--- src/sv/dtm_pkg.sv ---
`timescale 1ns / 1ps

package dtm_pkg;

    localparam int FRAME_WIDTH  = 640;
    localparam int FRAME_HEIGHT = 480;
    localparam int STORE_SIZE   = FRAME_WIDTH * FRAME_HEIGHT;
    localparam int ADDR_W       = $clog2(STORE_SIZE);

    localparam int X_W        = 10;
    localparam int Y_W        = 9;
    localparam int DEPTH_W    = 16;
    localparam int LEVEL_W    = 8;
    localparam int GAIN_W     = 24;
    localparam int CFG_IDX_W  = 3;
    localparam int CFG_DATA_W = 24;

    localparam int S_W        = 17;   // Q16 scaled difference, up to 1.0
    localparam int SQ_W       = 33;   // Q32, up to 2^32
    localparam int CUBE_W     = 49;   // Q48, up to 2^48

    localparam logic [S_W-1:0]     ONE_Q16   = S_W'(65536);
    localparam logic [LEVEL_W-1:0] LEVEL_MAX = LEVEL_W'(255);

    typedef enum logic [CFG_IDX_W-1:0] {
        REG_DEPTH_GAIN   = 3'd0,
        REG_WINDOW_X_MIN = 3'd1,
        REG_WINDOW_X_MAX = 3'd2,
        REG_WINDOW_Y_MIN = 3'd3,
        REG_WINDOW_Y_MAX = 3'd4
    } cfg_reg_t;

    typedef struct packed {
        logic [Y_W-1:0] y;
        logic [X_W-1:0] x;
    } coord_t;

    // Pixel as it leaves the store-read stage.
    typedef struct packed {
        logic               vld;
        logic               live;
        coord_t             coord;
        logic [DEPTH_W-1:0] depth;
    } st2_t;

    typedef struct packed {
        coord_t             coord;
        logic [LEVEL_W-1:0] level;
    } res_t;

endpackage

--- src/sv/dtm_out_skid.sv ---
`timescale 1ns / 1ps

module dtm_out_skid (
    input  logic          clk,
    input  logic          rst_n,
    input  logic          res_vld,
    input  dtm_pkg::res_t res,
    output logic          pipe_en,
    output logic          m_tvalid,
    input  logic          m_tready,
    output logic [31:0]   m_tdata     // out_x[9:0], out_y[18:10], touch_level[26:19]
);
    import dtm_pkg::*;

    logic out_vld_reg, out_vld_next;
    logic skid_vld_reg, skid_vld_next;
    res_t out_reg, out_next;
    res_t skid_reg, skid_next;

    assign pipe_en = !skid_vld_reg;

    always_comb
    begin
        out_vld_next  = out_vld_reg;
        out_next      = out_reg;
        skid_vld_next = skid_vld_reg;
        skid_next     = skid_reg;
        priority if (skid_vld_reg)
        begin
            if (m_tready)
            begin
                out_next      = skid_reg;
                skid_vld_next = 1'b0;
            end
        end
        else if (res_vld)
        begin
            if (!out_vld_reg || m_tready)
            begin
                out_vld_next = 1'b1;
                out_next     = res;
            end
            else
            begin
                skid_vld_next = 1'b1;
                skid_next     = res;
            end
        end
        else if (m_tready)
        begin
            out_vld_next = 1'b0;
        end
    end

    always_ff @(posedge clk or negedge rst_n)
    begin
        if (!rst_n)
        begin
            out_vld_reg  <= 1'b0;
            skid_vld_reg <= 1'b0;
        end
        else
        begin
            out_vld_reg  <= out_vld_next;
            skid_vld_reg <= skid_vld_next;
        end
    end

    always_ff @(posedge clk)
    begin
        out_reg  <= out_next;
        skid_reg <= skid_next;
    end

    assign m_tvalid = out_vld_reg;
    assign m_tdata  = {5'd0, out_reg.level, out_reg.coord.y, out_reg.coord.x};

`ifndef SYNTHESIS
    a_skid_behind_out: assert property (@(posedge clk) disable iff (!rst_n)
        skid_vld_reg |-> out_vld_reg)
        else $error("skid stage holds a transfer while the output is empty");
`endif

endmodule

--- config.mk ---
export PLATFORM = sky130hd
export DESIGN_NAME = dtm_out_skid
export DESIGN_NICKNAME = d
export VERILOG_FILES = /design/src/sv/dtm_pkg.sv /design/src/sv/dtm_out_skid.sv
export SDC_FILE = /design/constraint.sdc
export NUM_CORES = 1
export LEC_CHECK = 0
export BUFFER_PORTS_ARGS = -buffer_cell sky130_fd_sc_hd__clkbuf_2
export CAP_MARGIN = 10
export CORE_MARGIN = 3
export CORE_UTILIZATION = 30
export CTS_CLUSTER_DIAMETER = 100
export DETAILED_ROUTE_END_ITERATION = 6
export HOLD_SLACK_MARGIN = 0.03
export SETUP_SLACK_MARGIN = 0.15
export SYNTH_ARGS = -nofsm -noshare
export SYNTH_HDL_FRONTEND = slang
export SYNTH_SLANG_ARGS = --single-unit
--- constraint.sdc ---
create_clock -name clk -period 4.5 [get_ports clk]
set_input_delay 0.675 -clock clk [delete_from_list [all_inputs] [get_ports clk]]
set_output_delay 0.675 -clock clk [all_outputs]
set_load 0.01 [all_outputs]
Yosys cells after proc, flatten, opt, wreduce, memory -nomap -nowiden. Cells that the tools add are included.

Mux-type cells: 11. Bitwise operators: 2. Reductions and logical operators: 9. Eq/ne operators: 2.

Operator list (number): $mux W27 (4); $reduce_and A3 Y1 (3); $mux W1 (7); $reduce_bool A2 Y1 (3); $logic_not A1 Y1 (2); $ne A2 B1 Y1 const B (1); $ne A2 B2 Y1 const B (1); $not A1 Y1 (2); $logic_or A1 B1 Y1 (1).

Flip-flop bits (word level): 56. Logic and storage cells: 32.

Depth between registers and ports, before layout.
Depth after elaboration: 5. Depth in mapped cells: 4. Mapped depth without buffers: 2.

Worst setup path before layout. OpenSTA, ideal clock, no wires.

Kind: register -> register. From: register skid_vld_reg. To: register out_reg, in the netlist m_tdata[0] (enable). Data arrival time: 1.424 ns. Stages on the path, launching flop included: 5. Data required time: 4.114 ns. Slack: 2.690 ns. Path through: dfrtp_1 buf_6 buf_6 nor2_1 o22a_1.

Cells in the longest elaborated chain, start to end: 2. Elaborated cells between the ends (all ways): 4. Those cells by class: eq/ne: 1; reduce/logical: 3.

Ends and longest elaborated chain: start, declared (line dtm_out_skid.sv:16) `logic skid_vld_reg, skid_vld_next;`; start signal, assigned (line dtm_out_skid.sv:65) `skid_vld_reg <= skid_vld_next;`; $ne A2 B2 Y1 (no line) / $reduce_bool A2 Y1 (equally long branches); $reduce_and A3 Y1 (no line) *; end signal, assigned (line dtm_out_skid.sv:71) `out_reg <= out_next;`; end, declared (line dtm_out_skid.sv:17) `res_t out_reg, out_next;`.

Mark *: on every way between the ends. The rest lies on a longest branch, timed or not. A chain may end at the register's enable or synchronous reset.

Worst setup path in the final report.
From: register skid_vld_reg. To: register out_reg, in the netlist m_tdata[4] (enable).

Same word-level chain as after synthesis.

==> impl_metrics.yaml <==
place:
  port_buffers: 59
  dpl.hpwl_um: 2453
  placed_area_um2: 2557
  pre_cts_ws_ns: 2.032
  place.gp.congestion: 0.6583
  dp_cells: 251
clocking:
  clk_latency_ns: 0.31
  clock_sinks: 56
  post_cts_resized: 0
  cts_inserted_buffers: 5
  clk_pin_slew_ns: 0.10
  tritoncts: "yes"
  h-tree-depth: 2
  ctsLongestPathBuffers: 2
  postCtsSetupBuffers: 0
  cts_root_buf: "clkbuf_8"
  cts_hold_buf: 0
logic_synthesis:
  syn-cell-area_um2: 2226
  synthTopCellsByCount: "54 x edfxtp_1, 25 x mux2_4, 5 x buf_4"
  synth-seq-cells: 56
  synth_edf_count: 54
  synth.most_common_cell: "edfxtp_1"
  yosysWarningCount: 0
  synth_ff_type: "edfxtp_1"
  synth.top_cell.area_share: 0.7285
  yosysTopAreaCell: "edfxtp_1"
  seq_area_frac_synth: 0.7510
  netlist_instances: 101
  synthTopCellsByArea: "edfxtp_1 73%, mux2_4 17%, dfrtp_1 2.2%"
  synth.distinct_cells: 15
  synth_area_per_cell_um2: 22.04
  async_reset_ff_frac: 0.03571
global_routing:
  grt_use_met1: 0.1123
  grt_pass1_vias: 969
  grt_max_degree: 34
  met2_usage: 0.1156
  antenna_found_initial: 0
  use_met3: 0.03856
  busiest_layer: "met2"
  grt_overflow: 0
  grt_usage: 0.08339
  grt_pass1_wl_um: 5216
layout:
  final_cells: 259
  drive_gt1_frac: 0.5951
  antenna_cells: 0
  final_area_um2: 2669
  utilization: 0.3823
  area_growth_pct: 19.90
  layout.nets: 193
route:
  drt_pass1_iterations: 2
  viasPerCell: 3.938
  drcViolationCount: 0
  vias: 1020
  post_drt_wl_per_cell_um: 13.30
  drt-total-wl_um: 3444
  drt_first_iter_violations: 32
  ant_nets: 0
die:
  ioPinCount: 65
  die_w_um: 92.14
  start_util: 0.3188
  rows: 30
  core_area_um2: 6982
  die_area_um2: 8489
  die_height_um: 92.14
sta:
  holdWs_ns: 0.1321
  worst_clock_skew_ns: 0.01007
  fin_crit_sh: 0.5392
  rsz0062_at_grt: "false"
  worst_pin_slew_ns: 1.147
  fmax_mhz: 412.1
  finalSetupTns_ns: 0
  setup_viol: 0
  drv_slew: 0
  period_minus_slack_ns: 2.426
  hold_viol: 0
  fin_ws_ns: 2.074
  relSlewSlack: 0.2356
run_status:
  status: "complete, no violations"
pwr:
  totalPowerFinal_mw: 1.088
  p_leak_nw: 1.062
  power_density_nw_per_um2: 407.7
  peakVddDrop_mv: 0.1405
setup_path:
  worstRegToRegCells: 1
  regToRegSetupSlack_ns: 2.07
  start_kind: "register"
  path_buf_inv: 0
  endpoint_kind: "register"
  reg2reg_to: "m_tdata[4]$_DFFE_PP_"
  slowest_stage: "o22a_1"
  cp_max_fo: 33
  crit_family: "compound AO/OA/AOI/OAI gates"
  reg2reg_from: "skid_vld_reg$_DFF_PN0_"
  slowest_delay_ns: 1.05
  crit_chain: "o22a_1"
  path_class: "register to register"
  worstPathRequired_ns: 4.42
  cp.arrival_ns: 2.35
flow_run:
  maxCapViolCount: 0
min_path:
  hp-class: "input pin to asynchronous set/reset pin"
## worst max-delay path by stage
stage / cells past startpoint / from / end
2_1_floorplan: 4 / skid_vld_reg$_DFF_PN0_ / m_tdata[0]$_DFFE_PP_
3_3_place_gp: 1 / skid_vld_reg$_DFF_PN0_ / m_tdata[15]$_DFFE_PP_
5_1_grt: 1 / skid_vld_reg$_DFF_PN0_ / m_tdata[4]$_DFFE_PP_
6_report: 1 / skid_vld_reg$_DFF_PN0_ / m_tdata[4]$_DFFE_PP_
4_1_cts: 1 / skid_vld_reg$_DFF_PN0_ / m_tdata[4]$_DFFE_PP_
3_5_place_dp: 1 / skid_vld_reg$_DFF_PN0_ / m_tdata[21]$_DFFE_PP_
## power by group
| group | switching (mW) | total (mW) | internal, mW | leakage [nW] |
|---|---|---|---|---|
| Combinational | 0.0571 | 0.125 | 0.0676 | 0.477 |
| Sequential | 0.0234 | 0.645 | 0.622 | 0.530 |
| Clock | 0.153 | 0.318 | 0.165 | 0.0541 |
| Total | 0.234 | 1.09 | 0.854 | 1.06 |
## kinds of logic after synthesis
group                  count (synthesis)  synth area share
flip-flops                            56            0.7510
multiplexers                          27            0.1788
buffers and inverters                 10           0.04666
AND/OR/NAND/NOR                        4           0.01181
AO/OA/AOI/OAI                          3           0.01012
other                                  1          0.001685
## final cells by class
class / instances / area (um2)
Clock buffer: 5 / 68.82
Clock inverter: 3 / 42.54
Fill cell: 665 / 4313
Inverter: 1 / 3.754
Multi-Input combinational cell: 39 / 465.4
Sequential cell: 56 / 1673
Tap cell: 96 / 120.1
Timing Repair Buffer: 59 / 295.3
## layout by cell type, fill, tap and decap left out, drive strengths merged
master / count
a21oi: 1
a22o: 1
and4bb: 1
bufinv: 1
clkbuf: 64
clkinv: 1
clkinvlp: 1
conb: 5
dfrtp: 2
edfxtp: 54
inv: 1
mux2: 27
nand2b: 1
nor2: 2
o22a: 1
## layer usage
layer,wire length (um),vias up
li1,-,498
met1,1635,465
met2,1480,51
met3,276,6
met4,50,0
met5,0,-
Note: power is estimated with default switching activity, not from simulation.
