--- src/sv/dtm_pkg.sv ---
`timescale 1ns / 1ps

package dtm_pkg;

    localparam int FRAME_WIDTH  = 640;
    localparam int FRAME_HEIGHT = 480;
    localparam int STORE_SIZE   = FRAME_WIDTH * FRAME_HEIGHT;
    localparam int ADDR_W       = $clog2(STORE_SIZE);

    localparam int X_W        = 10;
    localparam int Y_W        = 9;
    localparam int DEPTH_W    = 16;
    localparam int LEVEL_W    = 8;
    localparam int GAIN_W     = 24;
    localparam int CFG_IDX_W  = 3;
    localparam int CFG_DATA_W = 24;

    localparam int S_W        = 17;   // Q16 scaled difference, up to 1.0
    localparam int SQ_W       = 33;   // Q32, up to 2^32
    localparam int CUBE_W     = 49;   // Q48, up to 2^48

    localparam logic [S_W-1:0]     ONE_Q16   = S_W'(65536);
    localparam logic [LEVEL_W-1:0] LEVEL_MAX = LEVEL_W'(255);

    typedef enum logic [CFG_IDX_W-1:0] {
        REG_DEPTH_GAIN   = 3'd0,
        REG_WINDOW_X_MIN = 3'd1,
        REG_WINDOW_X_MAX = 3'd2,
        REG_WINDOW_Y_MIN = 3'd3,
        REG_WINDOW_Y_MAX = 3'd4
    } cfg_reg_t;

    typedef struct packed {
        logic [Y_W-1:0] y;
        logic [X_W-1:0] x;
    } coord_t;

    // Pixel as it leaves the store-read stage.
    typedef struct packed {
        logic               vld;
        logic               live;
        coord_t             coord;
        logic [DEPTH_W-1:0] depth;
    } st2_t;

    typedef struct packed {
        coord_t             coord;
        logic [LEVEL_W-1:0] level;
    } res_t;

endpackage

--- src/sv/dtm_level_pipe.sv ---
`timescale 1ns / 1ps

module dtm_level_pipe (
    input  logic                         clk,
    input  logic                         rst_n,
    input  logic                         en,
    input  dtm_pkg::st2_t                st2,
    input  logic [dtm_pkg::DEPTH_W-1:0]  bg,
    input  logic [dtm_pkg::GAIN_W-1:0]   gain,
    output logic                         res_vld,
    output dtm_pkg::res_t                res
);
    import dtm_pkg::*;

    logic               st3_vld_reg, st4_vld_reg, st5_vld_reg, st6_vld_reg, st7_vld_reg;
    coord_t             st3_coord_reg, st4_coord_reg, st5_coord_reg, st6_coord_reg;
    coord_t             st7_coord_reg;
    logic [DEPTH_W-1:0] st3_diff_reg, st3_diff_next;
    logic [S_W-1:0]     st4_s_reg, st4_s_next;
    logic [S_W-1:0]     st5_s_reg;
    logic [SQ_W-1:0]    st5_sq_reg, st5_sq_next;
    logic [CUBE_W-1:0]  st6_cube_reg, st6_cube_next;
    logic [LEVEL_W-1:0] st7_level_reg, st7_level_next;

    logic [DEPTH_W+GAIN_W-1:0] prod;
    logic [GAIN_W-1:0]         prod_q16;
    logic [CUBE_W+7:0]         scaled;
    logic [8:0]                lvl_wide;

    always_comb
    begin
        if (st2.live && (bg > st2.depth))
        begin
            st3_diff_next = bg - st2.depth;
        end
        else
        begin
            st3_diff_next = '0;
        end
    end

    always_comb
    begin
        prod     = (DEPTH_W+GAIN_W)'(st3_diff_reg) * (DEPTH_W+GAIN_W)'(gain);
        prod_q16 = prod[DEPTH_W+GAIN_W-1:16];
        if (prod_q16 > GAIN_W'(ONE_Q16))
        begin
            st4_s_next = ONE_Q16;
        end
        else
        begin
            st4_s_next = prod_q16[S_W-1:0];
        end
    end

    assign st5_sq_next   = SQ_W'(st4_s_reg) * SQ_W'(st4_s_reg);
    assign st6_cube_next = CUBE_W'(st5_sq_reg) * CUBE_W'(st5_s_reg);

    // Times 255 is times 256 less one; the cube never exceeds 2^48.
    always_comb
    begin
        scaled   = {st6_cube_reg, 8'd0} - (CUBE_W+8)'(st6_cube_reg);
        lvl_wide = scaled[CUBE_W+7:48];
        if (lvl_wide > 9'(LEVEL_MAX))
        begin
            st7_level_next = LEVEL_MAX;
        end
        else
        begin
            st7_level_next = lvl_wide[LEVEL_W-1:0];
        end
    end

    always_ff @(posedge clk or negedge rst_n)
    begin
        if (!rst_n)
        begin
            st3_vld_reg <= 1'b0;
            st4_vld_reg <= 1'b0;
            st5_vld_reg <= 1'b0;
            st6_vld_reg <= 1'b0;
            st7_vld_reg <= 1'b0;
        end
        else if (en)
        begin
            st3_vld_reg <= st2.vld;
            st4_vld_reg <= st3_vld_reg;
            st5_vld_reg <= st4_vld_reg;
            st6_vld_reg <= st5_vld_reg;
            st7_vld_reg <= st6_vld_reg;
        end
    end

    always_ff @(posedge clk)
    begin
        if (en)
        begin
            st3_coord_reg <= st2.coord;
            st3_diff_reg  <= st3_diff_next;
            st4_coord_reg <= st3_coord_reg;
            st4_s_reg     <= st4_s_next;
            st5_coord_reg <= st4_coord_reg;
            st5_s_reg     <= st4_s_reg;
            st5_sq_reg    <= st5_sq_next;
            st6_coord_reg <= st5_coord_reg;
            st6_cube_reg  <= st6_cube_next;
            st7_coord_reg <= st6_coord_reg;
            st7_level_reg <= st7_level_next;
        end
    end

    assign res_vld   = st7_vld_reg;
    assign res.coord = st7_coord_reg;
    assign res.level = st7_level_reg;

`ifndef SYNTHESIS
    a_sat_limit: assert property (@(posedge clk) disable iff (!rst_n)
        st4_vld_reg |-> (st4_s_reg <= ONE_Q16))
        else $error("scaled difference above 1.0");

    a_cube_limit: assert property (@(posedge clk) disable iff (!rst_n)
        (st6_vld_reg && st6_cube_reg[CUBE_W-1]) |-> (st6_cube_reg[CUBE_W-2:0] == '0))
        else $error("cube above 2^48");
`endif

endmodule

--- config.mk ---
export PLATFORM = sky130hd
export DESIGN_NAME = dtm_level_pipe
export DESIGN_NICKNAME = d
export VERILOG_FILES = /design/src/sv/dtm_pkg.sv /design/src/sv/dtm_level_pipe.sv
export SDC_FILE = /design/constraint.sdc
export NUM_CORES = 2
export LEC_CHECK = 0
export ABC_AREA = 0
export ABC_CLOCK_PERIOD_IN_PS = 8000
export BUFFER_PORTS_ARGS = -buffer_cell sky130_fd_sc_hd__buf_4
export CAP_MARGIN = 20
export CORE_MARGIN = 5
export CORE_UTILIZATION = 31
export CTS_CLUSTER_DIAMETER = 50
export CTS_CLUSTER_SIZE = 30
export DETAILED_ROUTE_END_ITERATION = 8
export SYNTH_ARGS = -nofsm -noshare
export SYNTH_HDL_FRONTEND = slang
export SYNTH_SLANG_ARGS = --single-unit
--- constraint.sdc ---
create_clock -name clk -period 8 [get_ports clk]
set_input_delay 0.4 -clock clk [delete_from_list [all_inputs] [get_ports clk]]
set_output_delay 0.4 -clock clk [all_outputs]
set_load 0.1 [all_outputs]
; ---- After elaboration in Yosys (flattened, before gate mapping)
; Cells that the tools add are included.
[classes]
n_addsub = 2
multipliers = 3
order_cmp = 3
reduce_logical = 1
[ops]
columns = cell, n
row1 = subtractor 57 x 49 -> 57 bit, 1
row2 = multiplier 33 x 17 -> 49 bit, 1
row3 = multiplier 16 x 24 -> 40 bit, 1
row4 = multiplier 17 x 17 -> 33 bit, 1
row5 = "greater-than comparator 24 x 17 -> 1 bit, second input constant", 1
row6 = greater-than comparator 16 bit, 1
row7 = subtractor 16 bit, 1
row8 = "greater-than comparator 9 x 8 -> 1 bit, second input constant", 1
row9 = logical AND 1 bit, 1
[word_totals]
register_bits = 240
input_bits = 80
out_inout_bits = 28
word_cells = 30

; ---- Logic depth before layout (Yosys ltp)
[logic_depth]
depth_word = 2
mapped_depth = 27

; ---- Worst setup path before layout
; No wires, ideal clock.
[synth_timing]
kind = in2reg
start = input port gain[9] (netlist bit)
end = register st4_s_reg[8], data pin
setup_time_ps = 135
arrival_ps = 6497
required_time_ps = 7865
setup_slack_ps = 1368
stages = 24
path_buffers = 2
path_cell_list = clkbuf_1 > nand2_1 > fa_1 > inv_1 > fa_1 > fa_1 > fa_1 > fa_1 > inv_1 > fa_1 > inv_1 > ha_1 > and4_1 > and3_4 > nand3_4 > and3_4 > o32ai_4 > a21oi_2 > xnor2_1 > or3_4 > o41ai_4 > nand2_2 > buf_6 > nor2_4
[synth_via]
elab_chain_cells = 2
[synth_rtl]
columns = item, line
row1 = "start, declared", dtm_level_pipe.sv:9  ; input logic [dtm_pkg::GAIN_W-1:0] gain,
row2 = multiplier 16 x 24 -> 40 bit (*), dtm_level_pipe.sv:44  ; prod = (DEPTH_W+GAIN_W)'(st3_diff_reg) * (DEPTH_W+GAIN_W)'(gain);
row3 = greater-than comparator 24 x 17 -> 1 bit, dtm_level_pipe.sv:46  ; if (prod_q16 > GAIN_W'(ONE_Q16))
row4 = "end signal, assigned", dtm_level_pipe.sv:101  ; st4_s_reg <= st4_s_next;
row5 = "end, declared", dtm_level_pipe.sv:19  ; logic [S_W-1:0] st4_s_reg, st4_s_next;
; Every way passes the cells marked *; elsewhere a longest branch is shown, timed or not.
; A chain may end at the register's enable or synchronous reset.

; ---- Worst setup path after layout
[layout_timing]
start = register st3_diff_reg[10]
end = register st4_s_reg[4], data pin
[layout_via]
elab_chain_cells = 2
[layout_rtl]
columns = item, line
row1 = "start, declared", dtm_level_pipe.sv:18  ; logic [DEPTH_W-1:0] st3_diff_reg, st3_diff_next;
row2 = "start signal, assigned", dtm_level_pipe.sv:99  ; st3_diff_reg <= st3_diff_next;
row3 = multiplier 16 x 24 -> 40 bit (*), dtm_level_pipe.sv:44
row4 = greater-than comparator 24 x 17 -> 1 bit, dtm_level_pipe.sv:46
; Marks and branches as above.

==> key figures <==
Timing
  – Setup TNS: 0 ns
  – Slew HR: 0.364
  – Max-slew violations: 0
  – Fin crit period: 7.43 ns
  – Worst-Margin Slew: 0.955 ns
  – Fmax: 0.135 GHz
  – Final setup viols: 0
  – Hold Fails Final Rpt: 0
  – Final worst-path cycle share: 0.929
  – Worst hold margin: 0.157 ns
  – Worst Clk Skew: 0.0119 ns
  – RSZ-0062 raised after global routing: false

Detailed routing
  – Total number of vias: 31,500
  – Iteration count of the initial detailed-routing pass: 5
  – Routed WL per cell: 15.8 um
  – Total routed wirelength: 108,000 um
  – Routed Antenna Nets: 0
  – Drt via density: 4.61
  – DRT iter0 DRCs: 1,752
  – # DRC: 0

Floorplan
  – Die W: 397 um
  – I/O Pins: 108
  – Die height: 397 um
  – Initial core utilization: 0.311
  – Core area: 149,000 um^2
  – # rows: 142
  – DIE AREA: 157,000 um^2

Global routing
  – Congestion Overflow GR: 0
  – Initial antenna violation count: 1
  – Total Routing Usage GR: 0.141
  – First-pass GRT wire length: 182,000 um
  – Number of global-route vias before repair: 34,600
  – Largest net degree at the start of global routing: 109

Flow run
  – Max Cap Viol: 0

Clock network
  – Clk Latency, worst-skew pair: 0.58 ns
  – Clk sink count: 238
  – Clk root buf: clkbuf_16
  – Clock buffer depth: 3
  – Cts bufs inserted: 39
  – Post-CTS setup buffer count: 0
  – Number of buffers inserted by hold repair at cts: 21
  – Clock slew at reported path FFs: 0.06 ns
  – Post-cts repair resize count: 0
  – CTS tree: done
  – CTS H-tree depth: 2

Setup path
  – Critical-path maximum fanout: 24
  – CP Launch Type: register
  – Most frequent CP cell: fa_1
  – Setup CP Type: reg2reg
  – Critical-path cell list: nand2_1, fa_1, inv_1, fa_1, fa_1, fa_1, fa_1, inv_1, fa_1, inv_1, ha_1, and4_1, and3_4, nand3_4, and3_4, o32ai_4, a21oi_2, xnor2_1, or3_4, o41ai_4, nand2_2, nor2_1
  – Buffers and inverters on the worst path: 3
  – Cell family with most CP delay: adder cells
  – CP max-delay cell: edfxtp_1
  – Crit path DAT: 7.86 ns
  – Required @ worst endpoint: 8.42 ns
  – CP endpoint kind: register
  – Critical path's largest stage delay: 0.94 ns

Synthesis
  – Cell Area, Synth: 46,400 um^2
  – Most used DFF post-synth: edfxtp_1
  – Post-synth EDFFs: 233
  – Number of synthesized register bits: 238
  – FFs w/ async S/R, synth: 0.0210
  – Synth top area cells: fa_1, edfxtp_1, ha_1
  – Sequential fraction of the synthesis area: 0.154
  – Ys Warns: 0
  – Post-Syn Instances: 4,810
  – Cell variety after synth: 71
  – Post-synth top area share: 0.410
  – Syn Area/Cell: 9.64 um^2
  – Count leader, synth: inv_1
  – Most common library cells after synthesis: inv_1, fa_1, nand2_1, ha_1, and2_1
  – Yosys top cell by area: fa_1

Status
  – Outcome: finished clean

Finish
  – Final #Nets: 6,286
  – Area growth from synthesis to layout: 9.95%
  – Max reg flops: 49
  – Fin util: 0.342
  – Fillers: 15,200
  – N_diodes: 0
  – Proportion of layout cells with a drive suffix above 1: 0.0550

Placement
  – Final RePlAce weighted congestion: 0.861
  – DP Wirelength: 86,300 um
  – # port buffers: 107

Hold path
  – Worst hold-check path type: in2async
==> cell usage in the layout, fill, tap and decap left out, drive strengths merged, types with 23 or more instances in the layout <==
master / synthesis / routed
edfxtp: 233 / 233
a21o: 80 / 80
buf: 1 / 162
nor3: 31 / 31
o21ai: 65 / 65
clkbuf: 177 / 45
inv: 1158 / 1171
nand4: 23 / 23
xnor2: 92 / 92
nor2: 99 / 99
fa: 950 / 950
nand3: 30 / 30
nand2: 736 / 736
xor2: 28 / 28
ha: 396 / 396
and2: 379 / 379
a21oi: 102 / 102
==> final cells by class <==
cell class	instances	area, um^2	area share
repair buffers	183	1430	0.0281
inverters	1158	4350	0.0853
multi-input cells	3240	34200	0.672
flip-flops and latches	238	7120	0.140
clock buffers	45	1020	0.0200
well taps	1944	2430	0.0477
clock inverters	27	387	0.00759
==> metrics by stage <==
stage               area (um^2)  worst slack [ns]  std cells
floorplan                 46400              1.37       4814
global placement          49400             0.630       6742
detailed placement        49400             0.590       6742
CTS                       51000             0.528       6835
global route              51000             0.166       6835
finish                    51000             0.569       6835
==> metal layers <==
layer / vias to the layer above / track usage / routed length [um]
met5: - / 0 / 0
met3: 176 / 0.0217 / 6100
li1: 14600 / - / -
met1: 16000 / 0.195 / 48900
met2: 803 / 0.234 / 50000
met4: 0 / 0.0348 / 2640
==> kinds of logic (layout without fill, tap and decap cells) <==
| kind of cell | after synthesis | after routing | synth area share |
|---|---|---|---|
| simple gates | 1394 | 1394 | 0.143 |
| flops | 238 | 238 | 0.154 |
| mux | 7 | 7 | 0.00167 |
| fa+ha+maj | 1346 | 1346 | 0.517 |
| xor+xnor | 120 | 120 | 0.0227 |
| buf+inv | 1336 | 1413 | 0.108 |
| compound gates | 367 | 367 | 0.0530 |
| other cells | 2 | 6 | 0.000162 |
==> final timing paths <==
path	startpoint	endpoint	slack, ns	depth (start not counted)
setup / recovery	st3_diff_reg[10]	st4_s_reg[4]	0.57	22
hold / removal	rst_n	res_vld	0.16	2
max in group asynchronous	rst_n	st5_vld_reg	7.74	2
setup reg to reg	st3_diff_reg[10]	st4_s_reg[4]	0.57	22
min in group clk	st2[0]	st3_diff_reg[0]	0.29	3
hold reg to reg	st4_coord_reg[1]	st5_coord_reg[1]	0.41	0
Power is not shown: default switching activity piles up to over one toggle a cycle in this logic, so the estimate is an artifact.
